### config.mk
export PLATFORM = sky130hd
export DESIGN_NAME = sexpr_tokenizer_top_flat
export DESIGN_NICKNAME = d
export VERILOG_FILES = /design/src/rtl/sxt_pkg.sv /design/src/rtl/sxt_if.sv /design/src/rtl/sexpr_tokenizer_top.sv /design/src/rtl/sxt_front.sv /design/src/rtl/sxt_queue.sv /design/src/rtl/sxt_back.sv /design/src/flat_wrapper.sv
export SDC_FILE = /design/constraint.sdc
export NUM_CORES = 1
export LEC_CHECK = 0
export BUFFER_PORTS_ARGS = -buffer_cell sky130_fd_sc_hd__buf_2
export CORE_MARGIN = 5
export CORE_UTILIZATION = 45
export CTS_BUF_LIST = sky130_fd_sc_hd__clkbuf_4 sky130_fd_sc_hd__clkbuf_8 sky130_fd_sc_hd__clkbuf_16
export DETAILED_ROUTE_END_ITERATION = 12
export GPL_TIMING_DRIVEN = 0
export MAX_ROUTING_LAYER = met4
export SYNTH_ARGS = -nofsm -noshare
export SYNTH_HDL_FRONTEND = slang
export SYNTH_SLANG_ARGS = --single-unit
export TNS_END_PERCENT = 5
### constraint.sdc
create_clock -name clk -period 3.5 [get_ports clk]
set_input_delay 0.525 -clock clk [delete_from_list [all_inputs] [get_ports clk]]
set_output_delay 0.525 -clock clk [all_outputs]
set_load 0.005 [all_outputs]
### src/rtl/sxt_pkg.sv
// Shared types and constants for the S-expression tokenizer.
`default_nettype none

package sxt_pkg;

  // Event codes on the result channel
  typedef enum logic [2:0] {
    EV_BYTE   = 3'd0,
    EV_SYMEND = 3'd1,
    EV_OPEN   = 3'd2,
    EV_CLOSE  = 3'd3,
    EV_EOS    = 3'd4,
    EV_ERROR  = 3'd5
  } ev_kind_t;

  // Error codes carried with an error event
  typedef enum logic [1:0] {
    ERR_NONE      = 2'd0,
    ERR_BAD_DELIM = 2'd1,
    ERR_EMPTY_ID  = 2'd2,
    ERR_OPEN_STR  = 2'd3
  } err_t;

  // Character codes
  localparam logic [7:0] CH_NUL    = 8'h00;
  localparam logic [7:0] CH_TAB    = 8'h09;
  localparam logic [7:0] CH_LF     = 8'h0A;
  localparam logic [7:0] CH_VT     = 8'h0B;
  localparam logic [7:0] CH_FF     = 8'h0C;
  localparam logic [7:0] CH_CR     = 8'h0D;
  localparam logic [7:0] CH_SPACE  = 8'h20;
  localparam logic [7:0] CH_QUOTE  = 8'h22;
  localparam logic [7:0] CH_LPAREN = 8'h28;
  localparam logic [7:0] CH_RPAREN = 8'h29;
  localparam logic [7:0] CH_SEMI   = 8'h3B;
  localparam logic [7:0] CH_BSLASH = 8'h5C;

  // Default depth of the queue between front and back
  localparam int QUEUE_DEPTH_DEF = 4;

  // One classified request: a first event and an optional trailing event
  // (close paren or end of stream after a symbol end)
  typedef struct packed {
    ev_kind_t    kind;
    logic [7:0]  sym_byte;
    logic        is_str;
    err_t        err;
    logic        two;
    ev_kind_t    kind2;
  } tok_op_t;

  // Push side of the queue
  typedef struct packed {
    logic    valid;
    tok_op_t op;
  } tok_push_t;

  // Head side of the queue
  typedef struct packed {
    logic    avail;
    tok_op_t op;
  } tok_head_t;

endpackage

`default_nettype wire

### src/rtl/sxt_if.sv
// Channel interfaces: character input and event output.
`default_nettype none

interface sxt_in_if;
  logic       valid;
  logic       ready;
  logic [7:0] ch;

  modport source (output valid, output ch, input ready);
  modport sink (input valid, input ch, output ready);
endinterface

interface sxt_out_if;
  logic       valid;
  logic       ready;
  logic [2:0] event_kind;
  logic [7:0] sym_byte;
  logic       sym_is_string;
  logic [1:0] err_code;
  logic       last_of_run;

  modport source (output valid, output event_kind, output sym_byte, output sym_is_string,
                  output err_code, output last_of_run, input ready);
  modport sink (input valid, input event_kind, input sym_byte, input sym_is_string,
                input err_code, input last_of_run, output ready);
endinterface

`default_nettype wire

### src/rtl/sexpr_tokenizer_top.sv
// S-expression tokenizer top level: front end, request queue and back end.
//
// chars:  one source byte per request (ch); byte 0 marks end of stream.
// events: one lexer event per request: symbol byte, symbol end, open or close
//         paren, end of stream or error, with last_of_run on the final event
//         caused by a byte. A byte gives zero, one or two events.
// Both channels use valid/ready; a request moves when both are high.
// Path: a taken byte's request is written into the queue, then loaded into the
// back end's held request register, from which its event is offered.
// Throughput: one byte per cycle in while the queue is not full and one event per
// cycle out while events.ready is high; a byte that gives two events holds the back
// end for both, which the queue (QUEUE_DEPTH requests) absorbs.
// Stall: while events.ready is low the back end holds its event and the
// queue fills; chars.ready drops only when the queue is full.
// Reset (rst, synchronous): lexer returns to between tokens, the error halt
// clears and the queue empties. After an error event the block takes bytes
// but gives nothing more until reset.
`default_nettype none

module sexpr_tokenizer_top import sxt_pkg::*; #(
  parameter int QUEUE_DEPTH = QUEUE_DEPTH_DEF
) (
  input wire logic  clk,
  input wire logic  rst,
  sxt_in_if.sink    chars,
  sxt_out_if.source events
);

  tok_push_t push;
  tok_head_t head;
  logic      q_ready;
  logic      pop;

  sxt_front u_front (
    .clk      (clk),
    .rst      (rst),
    .ch_valid (chars.valid),
    .ch       (chars.ch),
    .q_ready  (q_ready),
    .ch_ready (chars.ready),
    .push     (push)
  );

  sxt_queue #(
    .DEPTH (QUEUE_DEPTH)
  ) u_queue (
    .clk   (clk),
    .rst   (rst),
    .push  (push),
    .pop   (pop),
    .ready (q_ready),
    .head  (head)
  );

  sxt_back u_back (
    .clk           (clk),
    .rst           (rst),
    .head          (head),
    .pop           (pop),
    .ev_ready      (events.ready),
    .ev_valid      (events.valid),
    .event_kind    (events.event_kind),
    .sym_byte      (events.sym_byte),
    .sym_is_string (events.sym_is_string),
    .err_code      (events.err_code),
    .last_of_run   (events.last_of_run)
  );

endmodule

`default_nettype wire

### src/rtl/sxt_front.sv
// Front end: takes characters, tracks the lexer mode and classifies each byte.
`default_nettype none

module sxt_front import sxt_pkg::*; (
  input  wire logic      clk,
  input  wire logic      rst,
  input  wire logic      ch_valid,
  input  wire logic [7:0] ch,
  input  wire logic      q_ready,
  output logic           ch_ready,
  output tok_push_t      push
);

  typedef enum logic [2:0] {
    M_IDLE   = 3'd0,
    M_IDENT  = 3'd1,
    M_STRING = 3'd2,
    M_ESCAPE = 3'd3,
    M_QUOTED = 3'd4
  } mode_t;

  mode_t   mode, mode_next;
  logic    halted, halted_next;
  logic    accept;
  logic    has_res;
  tok_op_t op;

  function automatic logic is_space(input logic [7:0] c);
    return c == CH_SPACE || c == CH_LF || c == CH_TAB || c == CH_VT ||
           c == CH_FF || c == CH_CR;
  endfunction

  function automatic tok_op_t mk(input ev_kind_t k, input logic [7:0] b, input logic s,
                                 input err_t e);
    tok_op_t o;
    o.kind     = k;
    o.sym_byte = b;
    o.is_str   = s;
    o.err      = e;
    o.two      = 1'b0;
    o.kind2    = EV_CLOSE;
    return o;
  endfunction

  // Symbol end on a delimiter; anything else is a bad delimiter
  function automatic tok_op_t end_sym(input logic [7:0] c, input logic s);
    tok_op_t o;
    o = mk(EV_SYMEND, 8'h00, s, ERR_NONE);
    if (is_space(c)) begin
      o.two = 1'b0;
    end else if (c == CH_RPAREN) begin
      o.two   = 1'b1;
      o.kind2 = EV_CLOSE;
    end else if (c == CH_NUL) begin
      o.two   = 1'b1;
      o.kind2 = EV_EOS;
    end else begin
      o = mk(EV_ERROR, 8'h00, 1'b0, ERR_BAD_DELIM);
    end
    return o;
  endfunction

  assign ch_ready = q_ready;
  assign accept   = ch_valid && ch_ready;

  // Per-byte classification
  always_comb begin
    mode_next = mode;
    has_res   = 1'b0;
    op        = mk(EV_BYTE, ch, 1'b0, ERR_NONE);
    unique case (mode)
      M_IDENT: begin
        has_res = 1'b1;
        if (is_space(ch) || ch == CH_RPAREN || ch == CH_NUL || ch == CH_LPAREN ||
            ch == CH_QUOTE || ch == CH_SEMI || ch == CH_BSLASH) begin
          op        = end_sym(ch, 1'b0);
          mode_next = M_IDLE;
        end
      end
      M_STRING: begin
        if (ch == CH_NUL) begin
          has_res = 1'b1;
          op      = mk(EV_ERROR, 8'h00, 1'b0, ERR_OPEN_STR);
        end else if (ch == CH_BSLASH) begin
          mode_next = M_ESCAPE;
        end else begin
          has_res = 1'b1;
          op      = mk(EV_BYTE, ch, 1'b1, ERR_NONE);
          if (ch == CH_QUOTE) mode_next = M_QUOTED;
        end
      end
      M_ESCAPE: begin
        has_res = 1'b1;
        if (ch == CH_NUL) begin
          op = mk(EV_ERROR, 8'h00, 1'b0, ERR_OPEN_STR);
        end else begin
          op        = mk(EV_BYTE, ch, 1'b1, ERR_NONE);
          mode_next = M_STRING;
        end
      end
      M_QUOTED: begin
        has_res   = 1'b1;
        op        = end_sym(ch, 1'b1);
        mode_next = M_IDLE;
      end
      default: begin
        mode_next = M_IDLE;
        has_res   = 1'b1;
        if (ch == CH_NUL) begin
          op = mk(EV_EOS, 8'h00, 1'b0, ERR_NONE);
        end else if (ch == CH_LPAREN) begin
          op = mk(EV_OPEN, 8'h00, 1'b0, ERR_NONE);
        end else if (ch == CH_RPAREN) begin
          op = mk(EV_CLOSE, 8'h00, 1'b0, ERR_NONE);
        end else if (is_space(ch)) begin
          has_res = 1'b0;
        end else if (ch == CH_QUOTE) begin
          op        = mk(EV_BYTE, ch, 1'b1, ERR_NONE);
          mode_next = M_STRING;
        end else if (ch == CH_SEMI || ch == CH_BSLASH) begin
          op = mk(EV_ERROR, 8'h00, 1'b0, ERR_EMPTY_ID);
        end else begin
          op        = mk(EV_BYTE, ch, 1'b0, ERR_NONE);
          mode_next = M_IDENT;
        end
      end
    endcase
    // an error halts the lexer until reset
    halted_next = halted;
    if (has_res && op.kind == EV_ERROR) begin
      halted_next = 1'b1;
      mode_next   = M_IDLE;
    end
  end

  assign push.valid = accept && !halted && has_res;
  assign push.op    = op;

  // Mode and halt state
  always_ff @(posedge clk) begin
    if (rst) begin
      mode   <= M_IDLE;
      halted <= 1'b0;
    end else if (accept && !halted) begin
      mode   <= mode_next;
      halted <= halted_next;
    end
  end

`ifndef ASSERT_OFF
  a_halt_silent: assert property (@(posedge clk) disable iff (rst) halted |-> !push.valid)
    else $error("request pushed while halted");
  a_halt_sticky: assert property (@(posedge clk) disable iff (rst)
    push.valid && push.op.kind == EV_ERROR |=> halted)
    else $error("error did not halt the lexer");
`endif

endmodule

`default_nettype wire

### src/rtl/sxt_queue.sv
// Short queue of classified requests between front and back.
`default_nettype none

module sxt_queue import sxt_pkg::*; #(
  parameter int DEPTH = QUEUE_DEPTH_DEF
) (
  input  wire logic      clk,
  input  wire logic      rst,
  input  wire tok_push_t push,
  input  wire logic      pop,
  output logic           ready,
  output tok_head_t      head
);

  localparam int IDX_W = (DEPTH > 1) ? $clog2(DEPTH) : 1;
  localparam int CNT_W = $clog2(DEPTH + 1);

  tok_op_t            slots [DEPTH];
  logic [IDX_W-1:0]   wr_ptr, rd_ptr;
  logic [CNT_W-1:0]   count;
  logic               do_push, do_pop;

  assign ready      = count != CNT_W'(DEPTH);
  assign do_push    = push.valid && ready;
  assign do_pop     = pop && head.avail;
  assign head.avail = count != '0;
  assign head.op    = slots[rd_ptr];

  // Storage
  always_ff @(posedge clk) begin
    if (do_push) slots[wr_ptr] <= push.op;
  end

  // Pointers and fill count
  always_ff @(posedge clk) begin
    if (rst) begin
      wr_ptr <= '0;
      rd_ptr <= '0;
      count  <= '0;
    end else begin
      if (do_push) wr_ptr <= (wr_ptr == IDX_W'(DEPTH - 1)) ? '0 : wr_ptr + 1'b1;
      if (do_pop)  rd_ptr <= (rd_ptr == IDX_W'(DEPTH - 1)) ? '0 : rd_ptr + 1'b1;
      if (do_push && !do_pop)      count <= count + 1'b1;
      else if (!do_push && do_pop) count <= count - 1'b1;
    end
  end

`ifndef ASSERT_OFF
  a_no_overflow: assert property (@(posedge clk) disable iff (rst)
    count <= CNT_W'(DEPTH))
    else $error("queue fill count beyond depth");
  a_no_drop: assert property (@(posedge clk) disable iff (rst) push.valid |-> ready)
    else $error("request pushed into a full queue");
`endif

endmodule

`default_nettype wire

### src/rtl/sxt_back.sv
// Back end: plays out one or two events per request on the result channel.
`default_nettype none

module sxt_back import sxt_pkg::*; (
  input  wire logic      clk,
  input  wire logic      rst,
  input  wire tok_head_t head,
  output logic           pop,
  input  wire logic      ev_ready,
  output logic           ev_valid,
  output logic [2:0]     event_kind,
  output logic [7:0]     sym_byte,
  output logic           sym_is_string,
  output logic [1:0]     err_code,
  output logic           last_of_run
);

  tok_op_t cur;
  logic    cur_valid;
  logic    phase;
  logic    is_last;
  logic    take;

  assign is_last = !cur.two || phase;
  assign take    = ev_valid && ev_ready;
  assign pop     = head.avail && (!cur_valid || (take && is_last));

  // Output fields from the held request
  assign ev_valid      = cur_valid;
  assign event_kind    = phase ? cur.kind2 : cur.kind;
  assign sym_byte      = phase ? 8'h00 : cur.sym_byte;
  assign sym_is_string = phase ? 1'b0 : cur.is_str;
  assign err_code      = phase ? ERR_NONE : cur.err;
  assign last_of_run   = is_last;

  // Held request payload
  always_ff @(posedge clk) begin
    if (pop) cur <= head.op;
  end

  // Held request control
  always_ff @(posedge clk) begin
    if (rst) begin
      cur_valid <= 1'b0;
      phase     <= 1'b0;
    end else if (pop) begin
      cur_valid <= 1'b1;
      phase     <= 1'b0;
    end else if (take && is_last) begin
      cur_valid <= 1'b0;
      phase     <= 1'b0;
    end else if (take) begin
      phase     <= 1'b1;
    end
  end

`ifndef ASSERT_OFF
  a_phase_two: assert property (@(posedge clk) disable iff (rst) phase |-> cur_valid && cur.two)
    else $error("second event without a two-event request");
  a_error_last: assert property (@(posedge clk) disable iff (rst)
    ev_valid && event_kind == EV_ERROR |-> last_of_run)
    else $error("error event not marked last");
`endif

endmodule

`default_nettype wire
### src/flat_wrapper.sv
// flat-port wrapper written by rule: the top's interface ports become plain ports
module sexpr_tokenizer_top_flat import sxt_pkg::*;
#(
  parameter int QUEUE_DEPTH = QUEUE_DEPTH_DEF
)
  (clk, rst, chars_valid, chars_ch, chars_ready, events_valid, events_event_kind, events_sym_byte, events_sym_is_string, events_err_code, events_last_of_run, events_ready);
  sxt_in_if chars_i ();
  sxt_out_if events_i ();
  input wire logic clk;
  input wire logic rst;
  input wire logic [$bits(chars_i.valid)-1:0] chars_valid;
  input wire logic [$bits(chars_i.ch)-1:0] chars_ch;
  output wire logic [$bits(chars_i.ready)-1:0] chars_ready;
  output wire logic [$bits(events_i.valid)-1:0] events_valid;
  output wire logic [$bits(events_i.event_kind)-1:0] events_event_kind;
  output wire logic [$bits(events_i.sym_byte)-1:0] events_sym_byte;
  output wire logic [$bits(events_i.sym_is_string)-1:0] events_sym_is_string;
  output wire logic [$bits(events_i.err_code)-1:0] events_err_code;
  output wire logic [$bits(events_i.last_of_run)-1:0] events_last_of_run;
  input wire logic [$bits(events_i.ready)-1:0] events_ready;
  assign chars_i.valid = chars_valid;
  assign chars_i.ch = chars_ch;
  assign chars_ready = chars_i.ready;
  assign events_valid = events_i.valid;
  assign events_event_kind = events_i.event_kind;
  assign events_sym_byte = events_i.sym_byte;
  assign events_sym_is_string = events_i.sym_is_string;
  assign events_err_code = events_i.err_code;
  assign events_last_of_run = events_i.last_of_run;
  assign events_i.ready = events_ready;
  sexpr_tokenizer_top #(.QUEUE_DEPTH(QUEUE_DEPTH)) u_core (.clk(clk), .rst(rst), .chars(chars_i), .events(events_i));
endmodule
==> results of run 1 <==
worst max-delay path: stages:
cell and delay [ns]:
buf_2 0.10, clkbuf_1 0.40, or4b_1 0.19, a211oi_1 0.09
a2bb2oi_1 0.16, nor3_2 0.46, ha_1 0.28, inv_1 0.06
fa_1 0.38, xor2_1 0.16, or3_1 0.31, a21oi_1 0.13
logic make-up after synthesis:
family	count (synthesis)
AND/OR/NAND/NOR	103
flip-flops	98
AO/OA/AOI/OAI	41
multiplexers	24
buffers and inverters	23
adder cells (fa/ha/maj)	7
XOR/XNOR	5
per-layer routing:
layer | track usage | part of all wire | wire length, microns
met5 | - | 0 | 0
met1 | 0.213 | 0.47 | 3920
met4 | 0.0534 | 0.015 | 127
met2 | 0.241 | 0.48 | 4020
met3 | 0.0335 | 0.040 | 332
through the flow:
step / area [sq um] / std cells / util / worst slack [ns] / power, W
6_report: 5030 / 478 / 0.517 / 0.562 / 0.00352
5_1_grt: 5030 / 478 / 0.517 / 0.388 / 0.00374
4_1_cts: 5030 / 478 / 0.517 / 0.591 / 0.00357
3_5_place_dp: 4800 / 463 / 0.493 / 0.195 / 0.00273
3_3_place_gp: 4770 / 462 / 0.490 / -0.181 / 0.00266
2_1_floorplan: 4460 / 301 / - / 0.642 / 0.00237
placed cells by master (no fill, tap or decap), drive strengths merged, types with 2 or more instances in the layout:
cell type,synthesis,final
nand2b,3,3
a31oi,2,2
nor3,10,10
mux4,17,17
or4,2,2
or2,2,2
ha,6,6
nand2,13,13
inv,9,9
xor2,4,4
bufinv,0,3
buf,6,35
a211oi,5,5
nor2,24,24
nor4,6,6
nand3b,2,2
nand3,2,2
o211ai,2,2
and2,12,12
clkbuf,8,17
edfxtp,85,85
or3,7,7
mux2i,6,6
nor2b,13,13
dfxtp,13,13
o21ai,13,13
clkinv,0,3
a21oi,10,10
Yosys cell counts, drive strengths merged (2+ instances only):
library cell   n  share of area
mux2i          6          0.013
a211oi         5         0.0095
xor2           4         0.0079
nor3          10          0.016
edfxtp        85           0.57
nor2          24          0.022
nor4           6          0.012
nand3          2         0.0022
clkbuf         8          0.013
dfxtp         13          0.058
and2          12          0.018
nand2         13          0.011
buf            6          0.012
or4            2         0.0042
a21oi         10          0.011
mux4          17          0.086
a31oi          2         0.0028
ha             6          0.017
nand3b         2         0.0034
or3            7          0.013
or2            2         0.0028
o21ai         13          0.015
inv            9         0.0076
nand2b         3         0.0042
nor2b         13          0.018
o211ai         2         0.0034
path summary, 6_finish.rpt:
path         cells past startpoint                       to  slack (ns)                    from
max                             12  u_core.u_queue.count[2]        0.56             chars_ch[0]
min                              2   u_core.u_front.mode[0]        0.39                     rst
max reg2reg                     10  u_core.u_queue.count[2]        0.78  u_core.u_front.mode[0]
min reg2reg                      2   u_core.u_back.ev_valid        0.51  u_core.u_back.ev_valid
registers in the layout (all words and copies together) (netlist names), 2 cells and up:
| name | count |
|---|---|
| u_core.u_queue.wr_ptr | 2 |
| u_core.u_queue.slots | 68 |
| u_core.u_front.mode | 3 |
| u_core.u_queue.count | 3 |
| u_core.u_queue.rd_ptr | 2 |
| u_core.u_back.cur | 17 |
final cells by class:
class	instances	share of cell area
sequential	98	0.559
buffer	14	0.0226
clock inverter	6	0.0212
multi-input combinational	180	0.299
clock buffer	9	0.0246
tap	133	0.0331
timing repair buffer	29	0.0333
inverter	9	0.00672
where the power goes:
part | leakage [nW] | internal (W) | switching [W]
logic | 0.721 | 0.000495 | 0.000537
clock network | 0.114 | 0.000467 | 0.000369
registers | 0.912 | 0.00158 | 0.0000702
==> results by group, run 1 <==
Logic synthesis
  • Largest family of logic cells by synthesized area: simple AND/OR/NAND/NOR gates
  • Asr flop ratio synth: 0
  • Seq cells post-synth: 98
  • Fraction of synthesized cell area in xor and xnor cells: 0.00982
  • Synthesized area: 0.00446 sq mm
  • Synth Area in Simple Gates: 0.141
  • Compound-Gate Fraction of Synth Area: 0.0620
  • Top_reg_cell synth: edfxtp_1
  • Adder-cell share of the synthesized area: 0.0213
  • Multiplexer share of the synthesized area: 0.102
  • Synth Instances: 301
  • EDFF count, synth: 85
  • Synth warn: 0
  • Seq/Total Area, Yosys: 0.631
  • Yosys cell types: 58
  • Syn_nets: 320
  • Mean post-synth cell area: 14.8 sq um

Worst setup path
  • Worst Path Arrival: 3.24 ns
  • WS Path Type: input pin to register
  • Worst path required time: 3.80 ns
  • Worst setup EP type: register
  • Crit-path max FO: 10
  • Startpoint Class: input pin

STA
  • RSZ-0062 raised after global routing: no
  • Max-Slew Margin vs Limit: 0.329
  • Fin Clk Skew: 0.0113 ns
  • Final Cycle Share: 0.839
  • Fmax achieved: 340 MHz
  • WHS: 0.388 ns
  • Fin Setup TNS: 0 ns
  • Final Hold Fails: 0
  • Slew Viols, Final: 0
  • Tmin final: 2.94 ns
  • Tightest Pin Transition: 1.01 ns
  • Final setup viols: 0

Route
  • Total number of vias: 2567
  • DR vias/cell: 5.37
  • TritonRoute pass-1 iters: 4
  • Post-route ant nets: 0
  • Aggregate routed wire length: 8400 microns
  • Violation count after the first detailed-routing iteration: 155
  • Post-route DRC violation count: 0
  • DR WL/cell: 17.6 microns

Final layout
  • Multi-input gate area: 0.00150 sq mm
  • # diodes: 0
  • Fillers: 849
  • P&R area growth vs syn: 12.7%
  • Nets: 360
  • Share of layout cells above drive strength 1: 0.267
  • Register area: 0.00281 sq mm

Place
  • Final GP Congestion: 0.905
  • HPWL after DPL: 5820 microns
  • Input/output buffers: 28

Clock network
  • Cts hold-fix bufs: 0
  • Root Buffer: clkbuf_8
  • Htree depth: 3
  • Post CTS Setup Buffer Count: 0
  • Clock sinks: 98
  • CTS resizes: 0
  • Clk_lat worst skew: 0.36 ns
  • Clock Tree Buf Depth: 2
  • Clock-pin slew on the worst setup and hold paths: 0.09 ns
  • TritonCTS buffer count: 9
  • TritonCTS clock tree: built

Power and ir drop
  • VDD IR max: 305 uV
  • Cell area power density: 700 mW/mm^2
  • Leak: 1.75 nW

GRT
  • Largest net degree at the start of global routing: 18
  • First-pass GRT wire length: 13500 microns
  • GR Util All Layers: 0.158
  • Number of global-route vias before repair: 2518
  • Initial antenna violation count: 0
  • GR Overflow Total: 0

Floorplan
  • Die area: 0.0120 sq mm
  • Rows: 36
  • Io pins: 29
  • Initial core utilization: 0.458
  • Die Span X: 110 microns
  • Chip Height: 110 microns
  • Core area: 0.00973 sq mm

Status
  • Status: finished clean

Job
  • Maxcap violations: 0

Min path
  • Hold WC Path Type: input pin to register
Power figures use the tool's default switching activity.
==> inputs of run 2 (changes only) <==
==> constraint.sdc (replaced) <==
create_clock -name clk -period 2.37 [get_ports clk]
set_input_delay 0.3555 -clock clk [delete_from_list [all_inputs] [get_ports clk]]
set_output_delay 0.3555 -clock clk [all_outputs]
set_load 0.005 [all_outputs]
==> run 2 against run 1 <==
The flow now finishes with violations (setup timing). Cell count up 3.6%. Critical path depth stayed put. Worst setup slack lost 0.60 ns. Critical endpoint unchanged. Die area unchanged. Clock power rose by 53%. Via count rose by 1.7%. Clock-buffer cell count is 1 higher. First-iteration DRC count rose by 26%. Highest routed layer unchanged.
==> results by group, run 2 (synthesis gave the netlist of run 1 again) <==
Worst setup path
  • Worst reg2reg path startpoint: u_core.u_front.mode[0]
  • Reg2reg end: u_core.u_queue.count[2]
  • Reg2reg path depth: 10
  • Worst setup EP type: register
  • Worst Path Arrival: 2.71 ns
  • Startpoint Class: input pin
  • Crit-path max FO: 5
  • Worst path required time: 2.67 ns
  • Worst setup path endpoint: u_core.u_queue.count[2]
  • WS Path Type: input pin to register
  • Crit path from: chars_ch[3]
  • R2R Setup Slk: 0.01 ns

Floorplan
  • Io pins: 29
  • Core area: 0.00973 sq mm
  • Initial core utilization: 0.458
  • Die Span X: 110 microns
  • Die area: 0.0120 sq mm
  • Rows: 36
  • Chip Height: 110 microns

Route
  • Violation count after the first detailed-routing iteration: 195
  • TritonRoute pass-1 iters: 4
  • Aggregate routed wire length: 8840 microns
  • Post-route ant nets: 0
  • Total number of vias: 2610
  • DR vias/cell: 5.27
  • DR WL/cell: 17.9 microns
  • Post-route DRC violation count: 0

Final layout
  • Regs by FF count: u_core.u_queue.slots x68, u_core.u_back.cur x17
  • Biggest register: u_core.u_queue.slots
  • Share of layout cells above drive strength 1: 0.370
  • Commonest non-fill, non-tap cell in the layout: edfxtp_1
  • Max reg flops: 68
  • Most frequent cells in the layout: edfxtp_1, buf_2, nor2_1
  • # diodes: 0
  • Post-layout util: 0.544
  • P&R area growth vs syn: 18.7%
  • Nets: 376
  • Finished Cell Area: 0.00529 sq mm

GRT
  • Number of global-route vias before repair: 2644
  • GR Util All Layers: 0.165
  • GR Overflow Total: 0
  • First-pass GRT wire length: 14100 microns
  • Initial antenna violation count: 0
  • Largest net degree at the start of global routing: 18

Clock network
  • Clock Tree Buf Depth: 2
  • Clock sinks: 98
  • TritonCTS clock tree: built
  • Clk_lat worst skew: 0.36 ns
  • Htree depth: 3
  • Root Buffer: clkbuf_8
  • Clock-pin slew on the worst setup and hold paths: 0.09 ns
  • TritonCTS buffer count: 9

Place
  • Final GP Congestion: 0.870
  • Placed cell areas: 0.00479 sq mm
  • Pre-CTS setup slack: -0.651 ns
  • HPWL after DPL: 5780 microns
  • Input/output buffers: 28

STA
  • Fin Clk Skew: 0.00958 ns
  • Fmax achieved: 416 MHz
  • Tmin final: 2.40 ns
  • Max-Slew Margin vs Limit: 0.426
  • Final worst slack: -0.0346 ns
  • RSZ-0062 raised after global routing: yes
  • Slew Viols, Final: 0
  • Final Hold Fails: 0
  • Final setup viols: 1
  • Final Cycle Share: 1.01
  • Tightest Pin Transition: 0.861 ns

Job
  • Maxcap violations: 0

Power and ir drop
  • VDD IR max: 394 uV
  • Cell area power density: 1010 mW/mm^2
  • Leak: 1.86 nW

Status
  • Status: complete, but fails checks
  • Violated checks: setup timing

Min path
  • Hold WC Path Type: input pin to register
[run 2: changes by cell type in the layout (fill, tap and decap cells not counted), sizes merged]
cell    previous run  this run
clkinv             3         2
buf               35        51
a21oi             10        11
inv                9        10
[run 2: area by class of cell]
cell class,count,area (sq um)
Fill cell,828,4440
Sequential cell,98,2830
Multi-Input combinational cell,181,1620
Timing Repair Buffer,45,284
Tap cell,133,166
Clock buffer,10,131
Clock inverter,6,114
Buffer,13,114
Inverter,9,33.8
[run 2: worst max-delay path: stages]
cell and delay, ns:
buf_8 0.09, clkbuf_8 0.12, or4b_4 0.54, a211oi_4 0.26, a2bb2oi_2 0.21, nor3_4 0.07, ha_2 0.19, buf_4 0.12
buf_4 0.12, xor2_1 0.15, or3_1 0.33, a21oi_2 0.13
[run 2: report_power, final]
| part | switching, W | internal (W) | total, W |
|---|---|---|---|
| Combinational | 0.000841 | 0.000764 | 0.00161 |
| Clock | 0.000566 | 0.000719 | 0.00128 |
| Sequential | 0.000119 | 0.00234 | 0.00246 |
[run 2: per-stage QoR]
stage / power [W] / hold WS (ns) / cells / TNS, ns
after floorplan: 0.00350 / 0.428 / 301 / -0.155
after global placement: 0.00393 / 0.491 / 462 / -27.32
after detailed placement: 0.00398 / 0.502 / 462 / -29.73
after CTS: 0.00538 / 0.218 / 492 / -0.0217
after global routing: 0.00568 / 0.232 / 495 / -0.791
final: 0.00535 / 0.229 / 495 / -0.0346
[run 2: routing by layer]
layer	vias up	part of all wire	wire length, microns	track usage
li1	1262	-	-	-
met1	1281	0.44	3860	0.210
met2	58	0.50	4430	0.266
met3	9	0.045	400	0.0241
met4	0	0.017	150	0.0668
met5	-	0	0	-
[run 2: how the worst min path moves through the flow]
stage | start | to | cells past startpoint
after detailed placement | u_core.u_back.ev_valid | u_core.u_back.ev_valid | 2
after floorplan | rst | u_core.u_front.mode[0] | 1
after global routing | rst | u_core.u_front.mode[2] | 2
after CTS | rst | u_core.u_front.mode[2] | 2
after global placement | u_core.u_queue.count[2] | u_core.u_queue.count[2] | 2
final | rst | u_core.u_front.mode[2] | 2
[run 2: repair_timing]
item / CTS / global route
hold buffers: 0 / 0
setup endpoints to repair: 71 / 43
pin swaps: 10 / 8
cloned: 1 / 0
hold endpoints to repair: 0 / 0
setup buffers: 14 / 3
resized for setup: 27 / 9
